--- src/hw/rtl/melg_pkg.sv ---
package melg_pkg;

	// Default sizes of the generator
	localparam int WORD_BITS_DEF = 64;
	localparam int NUM_WORDS_DEF = 312;

	// Fixed field widths
	localparam int INDEX_BITS    = 9;
	localparam int LAG_BITS      = 9;
	localparam int SHIFT_BITS    = 6;
	localparam int CFG_DATA_BITS = 64;
	localparam int CFG_ADDR_BITS = 3;

	// Register reset values
	localparam int                      LAG_RESET    = 81;
	localparam logic [SHIFT_BITS-1:0]   SPLIT_RESET  = 6'd19;
	localparam logic [SHIFT_BITS-1:0]   LSHIFT_RESET = 6'd23;
	localparam logic [SHIFT_BITS-1:0]   RSHIFT_RESET = 6'd33;
	localparam logic [CFG_DATA_BITS-1:0] TWIST_RESET = 64'd0;

	// Configuration register indexes
	typedef enum logic [CFG_ADDR_BITS-1:0] {
		REG_LAG    = 3'd0,
		REG_SPLIT  = 3'd1,
		REG_LSHIFT = 3'd2,
		REG_RSHIFT = 3'd3,
		REG_TWIST  = 3'd4
	} melg_cfg_reg_t;

	// Request action codes
	localparam logic ACT_STEP = 1'b0;
	localparam logic ACT_LOAD = 1'b1;

	// Controller states
	typedef enum logic [1:0] {
		ST_IDLE,
		ST_FETCH,
		ST_MIX,
		ST_WRITE
	} melg_state_t;

	// Controller to datapath commands
	typedef struct packed {
		logic load;    // write one state word, if its index is in range
		logic start;   // read w[i] and w[i+1]
		logic fetch;   // form x, read middle tap
		logic mix;     // compute new v
		logic commit;  // write back, advance, present result
	} melg_cmd_t;

	// Datapath to controller status
	typedef struct packed {
		logic rem_busy;  // lag reduction still running
		logic out_free;  // output register can take a word
	} melg_sts_t;

endpackage

--- src/hw/rtl/melg_ctrl.sv ---
// Sequencer for load and step requests
module melg_ctrl (
	input  logic                 clk,
	input  logic                 arst_n,
	input  logic                 in_valid,
	input  logic                 in_action,
	output logic                 in_ready,
	output melg_pkg::melg_cmd_t  cmd,
	input  melg_pkg::melg_sts_t  sts
);
	import melg_pkg::*;

	melg_state_t state_q, state_d;

	// state register
	always_ff @(posedge clk or negedge arst_n) begin
		if (!arst_n) begin
			state_q <= ST_IDLE;
		end else begin
			state_q <= state_d;
		end
	end

	// next state and commands
	always_comb begin
		state_d  = state_q;
		in_ready = 1'b0;
		cmd      = '0;
		case (state_q)
			ST_IDLE: begin
				in_ready = !sts.rem_busy;
				if (in_valid && in_ready) begin
					if (in_action == ACT_LOAD) begin
						cmd.load = 1'b1;
					end else begin
						cmd.start = 1'b1;
						state_d   = ST_FETCH;
					end
				end
			end
			ST_FETCH: begin
				cmd.fetch = 1'b1;
				state_d   = ST_MIX;
			end
			ST_MIX: begin
				cmd.mix = 1'b1;
				state_d = ST_WRITE;
			end
			ST_WRITE: begin
				// hold until the output register frees up
				if (sts.out_free) begin
					cmd.commit = 1'b1;
					state_d    = ST_IDLE;
				end
			end
			default: begin
				state_d = ST_IDLE;
			end
		endcase
	end

endmodule

--- config.mk ---
export PLATFORM = sky130hd
export DESIGN_NAME = melg_ctrl
export DESIGN_NICKNAME = d
export VERILOG_FILES = /design/src/hw/rtl/melg_pkg.sv /design/src/hw/rtl/melg_ctrl.sv
export SDC_FILE = /design/constraint.sdc
export NUM_CORES = 1
export LEC_CHECK = 0
export BUFFER_PORTS_ARGS = -buffer_cell sky130_fd_sc_hd__buf_2
export CORE_AREA = 2 2 39 41
export DETAILED_ROUTE_END_ITERATION = 12
export DIE_AREA = 0 0 41 43
export RECOVER_POWER = 50
export SLEW_MARGIN = 0
export SYNTH_ARGS = -nofsm -noshare
export SYNTH_HDL_FRONTEND = slang
export SYNTH_SLANG_ARGS = --single-unit
--- constraint.sdc ---
create_clock -name clk -period 1.6 [get_ports clk]
set_clock_uncertainty 0.15 [all_clocks]
set_input_delay 0.16 -clock clk [delete_from_list [all_inputs] [get_ports clk]]
set_output_delay 0.16 -clock clk [all_outputs]
set_load 0.05 [all_outputs]
Word-level counts from Yosys, hierarchy flattened
Index checks and enable logic that the tools add are counted.
{ "totals": {"reg_bits": 2, "latch_bits": 0, "ram_bits": 0, "mem_bits_ro": 0, "inputBits": 6, "wordCells": 24, "mem_count": 0} }
{ "classes": {"add_sub_neg": 0, "mul": 0, "n_div": 0, "magnitude_cmp": 0, "n_eq_ne": 6, "shift": 0, "muxes": 13, "bitwise": 0, "reduce_logical": 4} }
{ "op_table": {"columns": ["operator", "count"], "rows": [
  ["two-way mux 2 bit", 5],
  ["one-hot mux 2 bit (4 select lines)", 1],
  ["two-way mux 1 bit", 7],
  ["!= test 2 bit, second input constant", 3],
  ["equality test 2 bit, second input constant", 2],
  ["AND reduction 3 bit", 1],
  ["equality test 2 x 1 -> 1 bit, second input constant", 1],
  ["zero test 2 bit", 1],
  ["logical AND 1 bit", 1],
  ["zero test 1 bit", 1]
]} }

Depth between registers and ports, before layout
Gate-level depths: netlist of run 1.
{ "depth": {"depth_word": 4, "ltp_mapped": 5, "depth_no_buf": 5} }

Least setup slack after synthesis of run 1
No wires, ideal clock.
{ "synth_path": {"path_kind": "register to output", "startpoint": "register state_q[0]", "endpoint": "output cmd[3] (netlist bit)", "arrival_ps": 2227, "setup_slack_ps": -937, "path_stages_with_launch": 6, "path_buffers": 0, "path_cell_list": "dfrtp_1 inv_1 ha_1 nor2b_1 nand2_1 nor2_1"} }
{ "synth_rtl": {"columns": ["item", "line_no", "rtl"], "rows": [
  ["start: declaration", "melg_ctrl.sv:13", "melg_state_t state_q, state_d;"],
  ["start signal: assignment", "melg_ctrl.sv:20", "state_q <= state_d;"],
  ["end: declaration", "melg_ctrl.sv:8", "output melg_pkg::melg_cmd_t cmd,"]
]} }

==> results of run 1 <==
-- path summary, 6_finish.rpt --
check,start,end,cells after the start
min,arst_n,state_q[1],2
max reg2reg,state_q[1],state_q[1],5
min in group clk,sts[0],state_q[0],4
min reg2reg,state_q[1],state_q[1],2
max in group asynchronous,arst_n,state_q[0],2
max,state_q[0],cmd[4],5
-- per-layer routing --
layer	up-vias	wire, um
li1	103	-
met1	92	165
met2	4	334
met3	0	18
met4	0	0
met5	-	0
-- where the power goes --
group | internal [uW] | leakage, uW | switching [uW]
clock | 82.6 | 0.0000138 | 26.8
sequential | 80.5 | 0.0000235 | 22.8
combinational | 267 | 0.000164 | 333
-- stage by stage --
stage	worst slack (ns)	total power [uW]	util, %	area (um2)
floorplan	-0.0744	485	-	226
global placement	0.0745	562	21.8	302
detailed placement	0.0545	568	21.8	302
CTS	-0.0419	804	28.3	392
global route	-0.0896	878	28.8	399
finish	-0.0330	813	28.8	399
-- synth_stat cells (all sizes together) --
library cell | number | area share [%]
a21oi | 1 | 4.5
and2 | 1 | 3.2
and3 | 1 | 3.2
dfrtp | 2 | 26
ha | 5 | 32
inv | 2 | 3.8
mux2 | 1 | 5.8
mux2i | 1 | 5.1
nand2 | 1 | 1.9
nor2 | 2 | 3.8
nor2b | 2 | 6.4
or3b | 1 | 4.5
-- cells by family (layout without fill, tap and decap cells) --
kind of cell | after synthesis | after routing | share of synthesized area, %
DFF | 2 | 2 | 25.6
and+or+nand+nor | 8 | 8 | 23.1
AOI/OAI and AO/OA | 1 | 1 | 4.49
buffers and inverters | 2 | 21 | 3.85
adders and majority gates | 5 | 5 | 32.1
muxes | 2 | 2 | 10.9
-- area by class of cell --
cell class / count / area [um2]
fillers: 158 / 985
flip-flops and latches: 2 / 50.0
multi-input cells: 16 / 176
clock buffers: 3 / 22.5
inverters: 2 / 7.51
well taps: 16 / 20.0
repair buffers: 16 / 123
-- worst register-to-register path: cells and delay by family, from the launching register on --
kind	cells	cell delay, ns
AOI/OAI and AO/OA	1	0.16
adders and majority gates	1	0.18
buffers and inverters	1	0.15
DFF	1	0.38
muxes	1	0.32
and+or+nand+nor	1	0.14
-- timing repair --
item	4_1_cts	5_1_grt
pin swaps	3	0
setup buffers	4	0
gates resized for setup	8	5
setup endpoints to repair	3	6
hold buffers	1	0
endpoints found under the hold margin	2	0
==> impl_metrics.ini, run 1 <==
[timing]
setup_viol = 2
worst_slew_pin_slew_ns = 0.250
timing.setup.tns_ns = -0.0560
max_freq_mhz = 612
maxSlewHeadroom_pct = 83.5
hold_ws_ns = 0.0954
fin_crit_sh_pct = 102
slew_violations = 0
layout_min_cycle_time_ns = 1.63
timing.final.ws_setup_ns = -0.0330
hold_viol = 0
rsz0062_at_grt = true

[finish]
top_register = state_q
n_antenna_cell = 0
reg_top3 = state_q x2
final_common_cell = buf_2
largest_register_ff_count = 2
drive_above_1_share_pct = 66.7
nNetsFinal = 52
final_cell_mix = 6 x buf_2, 5 x buf_4, 4 x ha_1
area_delta_synth_final_pct = 104
instances_no_fill = 55

[clock_network]
root_buffer = clkbuf_4
cts_tree = done
htreeDepth = 1
clock_sinks = 2
ctsLongestPathBuffers = 2
clk_pin_slew_ns = 0.03
numCtsBuffers = 3
insertion_delay_ns = 0.22

[floorplanning]
core_um2 = 1380
ios = 12
fp.dieW_um = 41
dieArea_um2 = 1760
num_rows = 14
start_util_pct = 14.1
die_y_um = 43

[routing]
first_pass_iters = 1
routedWlPerCell_um = 9.42
num_vias = 199
drc_errors = 0
drtIter0Drc = 0
postRouteAntennaNets = 0
wirelength_um = 518
routed_via_density = 3.62

[critical_path]
worstPathRequired_ns = 1.29
cp_num_buf_inv = 2
ff2ff_setup_slack_ns = 0
path_delay_family = flip-flops
max_stage_delay_ns = 0.40
setup.worst_path.class = reg -> out
end_kind = primary output
cp_slowest_cell = dfrtp_1
start_kind = register
cp_data_arrival_time_ns = 1.32
crit_chain = inv_2, ha_4, nor2b_4, and3_4, buf_8
cp_max_fo = 3

[grt]
use_met3_pct = 0
grt-busiest-layer = met2
antenna_found_initial = 0
grt-ovfl-total = 0
grtUsageMet1_pct = 6.75
grt_pass1_wl_um = 800
met2_usage_pct = 12.5
grt_pass1_vias = 219
track_usage_pct = 7.03
grt_start_max_net_pins = 4

[logic_synthesis]
ys_seq_elements = 2
synthesis.nets = 31
synth.distinct_cells = 12
synth_area_per_cell_um2 = 9.76
syn-cell-area_um2 = 195
ys_warn_count = 0
seq_area_frac_synth_pct = 25.6
synthCells = 20

[outcome]
status = complete, but fails checks
violations = setup timing

[placement]
numPortBuffers = 11
dp.cells = 47
routabilityCongestion = 0.620

[power_and_ir_drop]
powerDensity_nw_per_um2 = 2040
p_leak_uw = 0.000201
vdd_drop_max_mv = 0.668

[worst_hold_path]
hp-class = in -> async

[flow_run]
max_cap_violations = 0
Power figures use the tool's default switching activity.
==> inputs of run 2 (changes only) <==
TNS_END_PERCENT = 1   (was unset)
==> run 2 against run 1 <==
Against the previous run:
- the run still ends with setup timing left
- sequential power hardly changed
- combinational power fell by 2%
- die area stayed put
- sequential share of layout area rose by 0.16 points
- count of clock-buffer cells in the layout stayed put
- worst setup slack better by 0.027 ns
- via count rose by 2.0%
- critical path type unchanged
- largest power group unchanged
==> impl_metrics.ini, run 2 (synthesized netlist as in run 1, its figures left out) <==
[routing]
postRouteAntennaNets = 0
routed_via_density = 3.63
drc_errors = 0
routedWlPerCell_um = 8.52
num_vias = 203
drtIter0Drc = 0
first_pass_iters = 1
wirelength_um = 477

[finish]
reg_top3 = state_q x2
final_cell_mix = 8 x buf_2, 5 x buf_4, 4 x ha_1
instances_no_fill = 56
final_common_cell = buf_2
top_register = state_q
largest_register_ff_count = 2
nNetsFinal = 53
drive_above_1_share_pct = 67.5
area_delta_synth_final_pct = 102
n_antenna_cell = 0

[timing]
hold_viol = 0
rsz0062_at_grt = true
fin_crit_sh_pct = 100
worst_slew_pin_slew_ns = 0.251
max_freq_mhz = 623
maxSlewHeadroom_pct = 83.4
layout_min_cycle_time_ns = 1.61
timing.final.ws_setup_ns = -0.00555
hold_ws_ns = 0.0989
setup_viol = 2
timing.setup.tns_ns = -0.00998
slew_violations = 0

[clock_network]
insertion_delay_ns = 0.22
htreeDepth = 1
cts_tree = done
root_buffer = clkbuf_4
ctsLongestPathBuffers = 2
clock_sinks = 2
numCtsBuffers = 3
clk_pin_slew_ns = 0.03

[grt]
grt_start_max_net_pins = 4
grt_pass1_wl_um = 724
grt_pass1_vias = 215
track_usage_pct = 6.73
grt-ovfl-total = 0
antenna_found_initial = 0

[critical_path]
end_kind = primary output
worstPathRequired_ns = 1.29
start_kind = register
cp_data_arrival_time_ns = 1.30
cp_max_fo = 3
ff2ff_setup_slack_ns = 0
setup.worst_path.class = reg -> out

[floorplanning]
start_util_pct = 14.1
num_rows = 14
ios = 12
fp.dieW_um = 41
die_y_um = 43
core_um2 = 1380
dieArea_um2 = 1760

[placement]
pre_cts_ws_ns = 0.0711
dp.cells = 47
routabilityCongestion = 0.635
numPortBuffers = 11

[flow_run]
max_cap_violations = 0

[outcome]
violations = setup timing
status = complete, but fails checks

[power_and_ir_drop]
vdd_drop_max_mv = 0.715
powerDensity_nw_per_um2 = 2030
p_leak_uw = 0.000203
total_power_uw = 799

[worst_hold_path]
hp-class = in -> async
==> run 2: cell types whose count changed in the layout (fill, tap and decap cells not counted), sizes merged <==
cell | before | now
buf | 14 | 15
==> run 2: layout make-up <==
| cell class | instances | area [um2] |
|---|---|---|
| Timing Repair Buffer | 17 | 118 |
| Sequential cell | 2 | 50.0 |
| Inverter | 2 | 7.51 |
| Fill cell | 154 | 990 |
| Clock buffer | 3 | 22.5 |
| Multi-Input combinational cell | 16 | 176 |
| Tap cell | 16 | 20.0 |
==> run 2: timing repair <==
item	CTS	global route
setup buffers	5	0
setup endpoints to repair	3	5
hold buffers	1	0
pin swaps	4	0
resized for setup	7	0
hold endpoints to repair	2	0
==> run 2: stage by stage <==
| step | area [um2] | util [%] |
|---|---|---|
| floorplan | 226 | - |
| global placement | 302 | 21.8 |
| finish | 394 | 28.5 |
| global route | 394 | 28.5 |
| detailed placement | 302 | 21.8 |
| CTS | 395 | 28.6 |
==> run 2: critical path, stage by stage (launching register included) <==
cell and delay (ns):
dfrtp_1 0.38, inv_2 0.09, ha_4 0.13, nor2b_4 0.15
and3_4 0.19, buf_8 0.14
==> run 2: power by group <==
part / leakage [uW] / switching (uW) / internal [uW]
Sequential: 0.0000235 / 19.3 / 80.5
Clock: 0.0000138 / 29.3 / 82.8
Combinational: 0.000166 / 327 / 260
==> run 2: routing by layer <==
metal  global-route usage [%]  vias up  part of all wire (%)
met1                     4.82       93                    31
met5                        0        -                     0
met2                     11.6        4                    65
li1                         -      106                     -
met4                     8.00        0                     0
met3                     1.57        0                   4.0
==> run 2: path summary, 6_finish.rpt <==
path / from / endpoint / cells past startpoint
setup / recovery: state_q[0] / cmd[4] / 5
hold / removal: arst_n / state_q[1] / 2
setup reg to reg: state_q[0] / state_q[1] / 5
hold reg to reg: state_q[1] / state_q[1] / 2
max in group asynchronous: arst_n / state_q[0] / 2
min in group clk: sts[0] / state_q[0] / 4
==> inputs of run 3 (changes only) <==
CELL_PAD_IN_SITES_DETAIL_PLACEMENT = 1   (was unset)
CELL_PAD_IN_SITES_GLOBAL_PLACEMENT = 2   (was unset)
PLACE_DENSITY_LB_ADDON = 0.1   (was unset)
==> run 3 against run 2 <==
Against the previous run:
- the run still ends with setup timing left
- sequential cell count unchanged
- design area grew 1.9%
- register-to-register slack hardly changed
- worst setup slack got worse by 0.027 ns
- largest cell class unchanged
- largest power group unchanged
==> impl_metrics.ini, run 3 (synthesized netlist as in run 1, its figures left out) <==
[outcome]
status = complete, but fails checks
violations = setup timing

[clock_network]
root_buffer = clkbuf_4
htreeDepth = 1
ctsLongestPathBuffers = 2
cts_tree = done
numCtsBuffers = 3
insertion_delay_ns = 0.22
clock_sinks = 2
clk_pin_slew_ns = 0.03

[power_and_ir_drop]
swShare_pct = 46.6
p_switching_uw = 383
p_int_uw = 439
p_seq_share_pct = 12.6
pwr-share-clk_pct = 13.4
p_leak_uw = 0.000202
vdd_drop_max_mv = 0.641
powerDensity_nw_per_um2 = 2050
p_comb_share_pct = 74.0

[critical_path]
path_delay_family = flip-flops
cp_num_buf_inv = 2
worstReg2RegStart = state_q[0]
cp_data_arrival_time_ns = 1.32
crit_start = state_q[1]
max_stage_delay_ns = 0.39
setup.worst_path.class = reg -> out
cp_slowest_cell = dfrtp_1
crit_chain = inv_2, ha_4, nor2b_4, and3_4, buf_8
cp_max_fo = 3
start_kind = register
end_kind = primary output
worstPathRequired_ns = 1.29

[timing]
slew_violations = 0
timing.setup.tns_ns = -0.0459
worst_slew_pin_slew_ns = 0.251
timing.final.ws_setup_ns = -0.0322
max_freq_mhz = 613
hold_ws_ns = 0.105
layout_min_cycle_time_ns = 1.63
rsz0062_at_grt = true
maxSlewHeadroom_pct = 83.4
fin_crit_sh_pct = 102
setup_viol = 3
hold_viol = 0

[finish]
fin_area_um2 = 402
drive_above_1_share_pct = 70.0
fin_util_pct = 29.0
reg_top3 = state_q x2
largest_register_ff_count = 2
nNetsFinal = 53
n_antenna_cell = 0
top_register = state_q
area_delta_synth_final_pct = 106
final_cell_mix = 6 x buf_2, 6 x buf_4, 4 x clkbuf_4

[worst_hold_path]
hp-class = in -> async

[routing]
first_pass_iters = 3
routedWlPerCell_um = 9.57
num_vias = 206
drtIter0Drc = 2
postRouteAntennaNets = 0
wirelength_um = 536
routed_via_density = 3.68
drc_errors = 0

[placement]
pre_cts_ws_ns = 0.0454
dp_hpwl_um = 415
routabilityCongestion = 0.622
place_area_um2 = 302
numPortBuffers = 11

[grt]
grt_pass1_vias = 225
antenna_found_initial = 0
track_usage_pct = 8.22
grt_start_max_net_pins = 4
met2_usage_pct = 10.6
grtUsageMet1_pct = 10.5
grt-ovfl-total = 0
use_met3_pct = 3.14
grt_pass1_wl_um = 952
grt-busiest-layer = met2

[flow_run]
max_cap_violations = 0

[floorplanning]
core_um2 = 1380
ios = 12
dieArea_um2 = 1760
die_y_um = 43
start_util_pct = 14.1
fp.dieW_um = 41
num_rows = 14
==> run 3: repair_timing <==
item | 4_1_cts | 5_1_grt
pin swaps | 1 | 2
buffers inserted | 4 | 1
gates resized for setup | 7 | 4
cloned | 0 | 0
hold buffers | 1 | 0
setup endpoints to repair | 3 | 6
hold endpoints to repair | 2 | 0
==> run 3: layout make-up <==
type | instances | area [um2]
clock buffers | 3 | 22.5
fillers | 165 | 982
inverters | 2 | 7.51
multi-input cells | 16 | 179
flip-flops and latches | 2 | 50.0
well taps | 16 | 20.0
repair buffers | 17 | 123
==> run 3: power groups by stage <==
stage | clock network [uW] | registers [uW] | logic, uW
finish | 110 | 104 | 609
global route | 123 | 108 | 674
CTS | 119 | 106 | 585
detailed placement | 0 | 113 | 464
global placement | 0 | 108 | 462
floorplan | 0 | 104 | 380
==> run 3: worst paths after layout <==
kind | slack (ns) | cells after the start | end
hold reg to reg | 0.51 | 2 | state_q[1]
min in group clk | 0.25 | 4 | state_q[0]
hold / removal | 0.11 | 2 | state_q[1]
setup reg to reg | 0 | 5 | state_q[1]
max in group asynchronous | 1.07 | 2 | state_q[0]
setup / recovery | -0.03 | 5 | cmd[4]
==> run 3: through the flow <==
step,cells,total power [uW]
after floorplan,20,485
after global placement,47,570
after detailed placement,47,577
after CTS,55,810
after global routing,56,905
final,56,823
==> run 3: layer usage <==
metal  part of all wire (%)  vias to the layer above
met1                     39                       96
met2                     56                        5
met5                      0                        -
li1                       -                      105
met4                      0                        0
met3                    5.2                        0
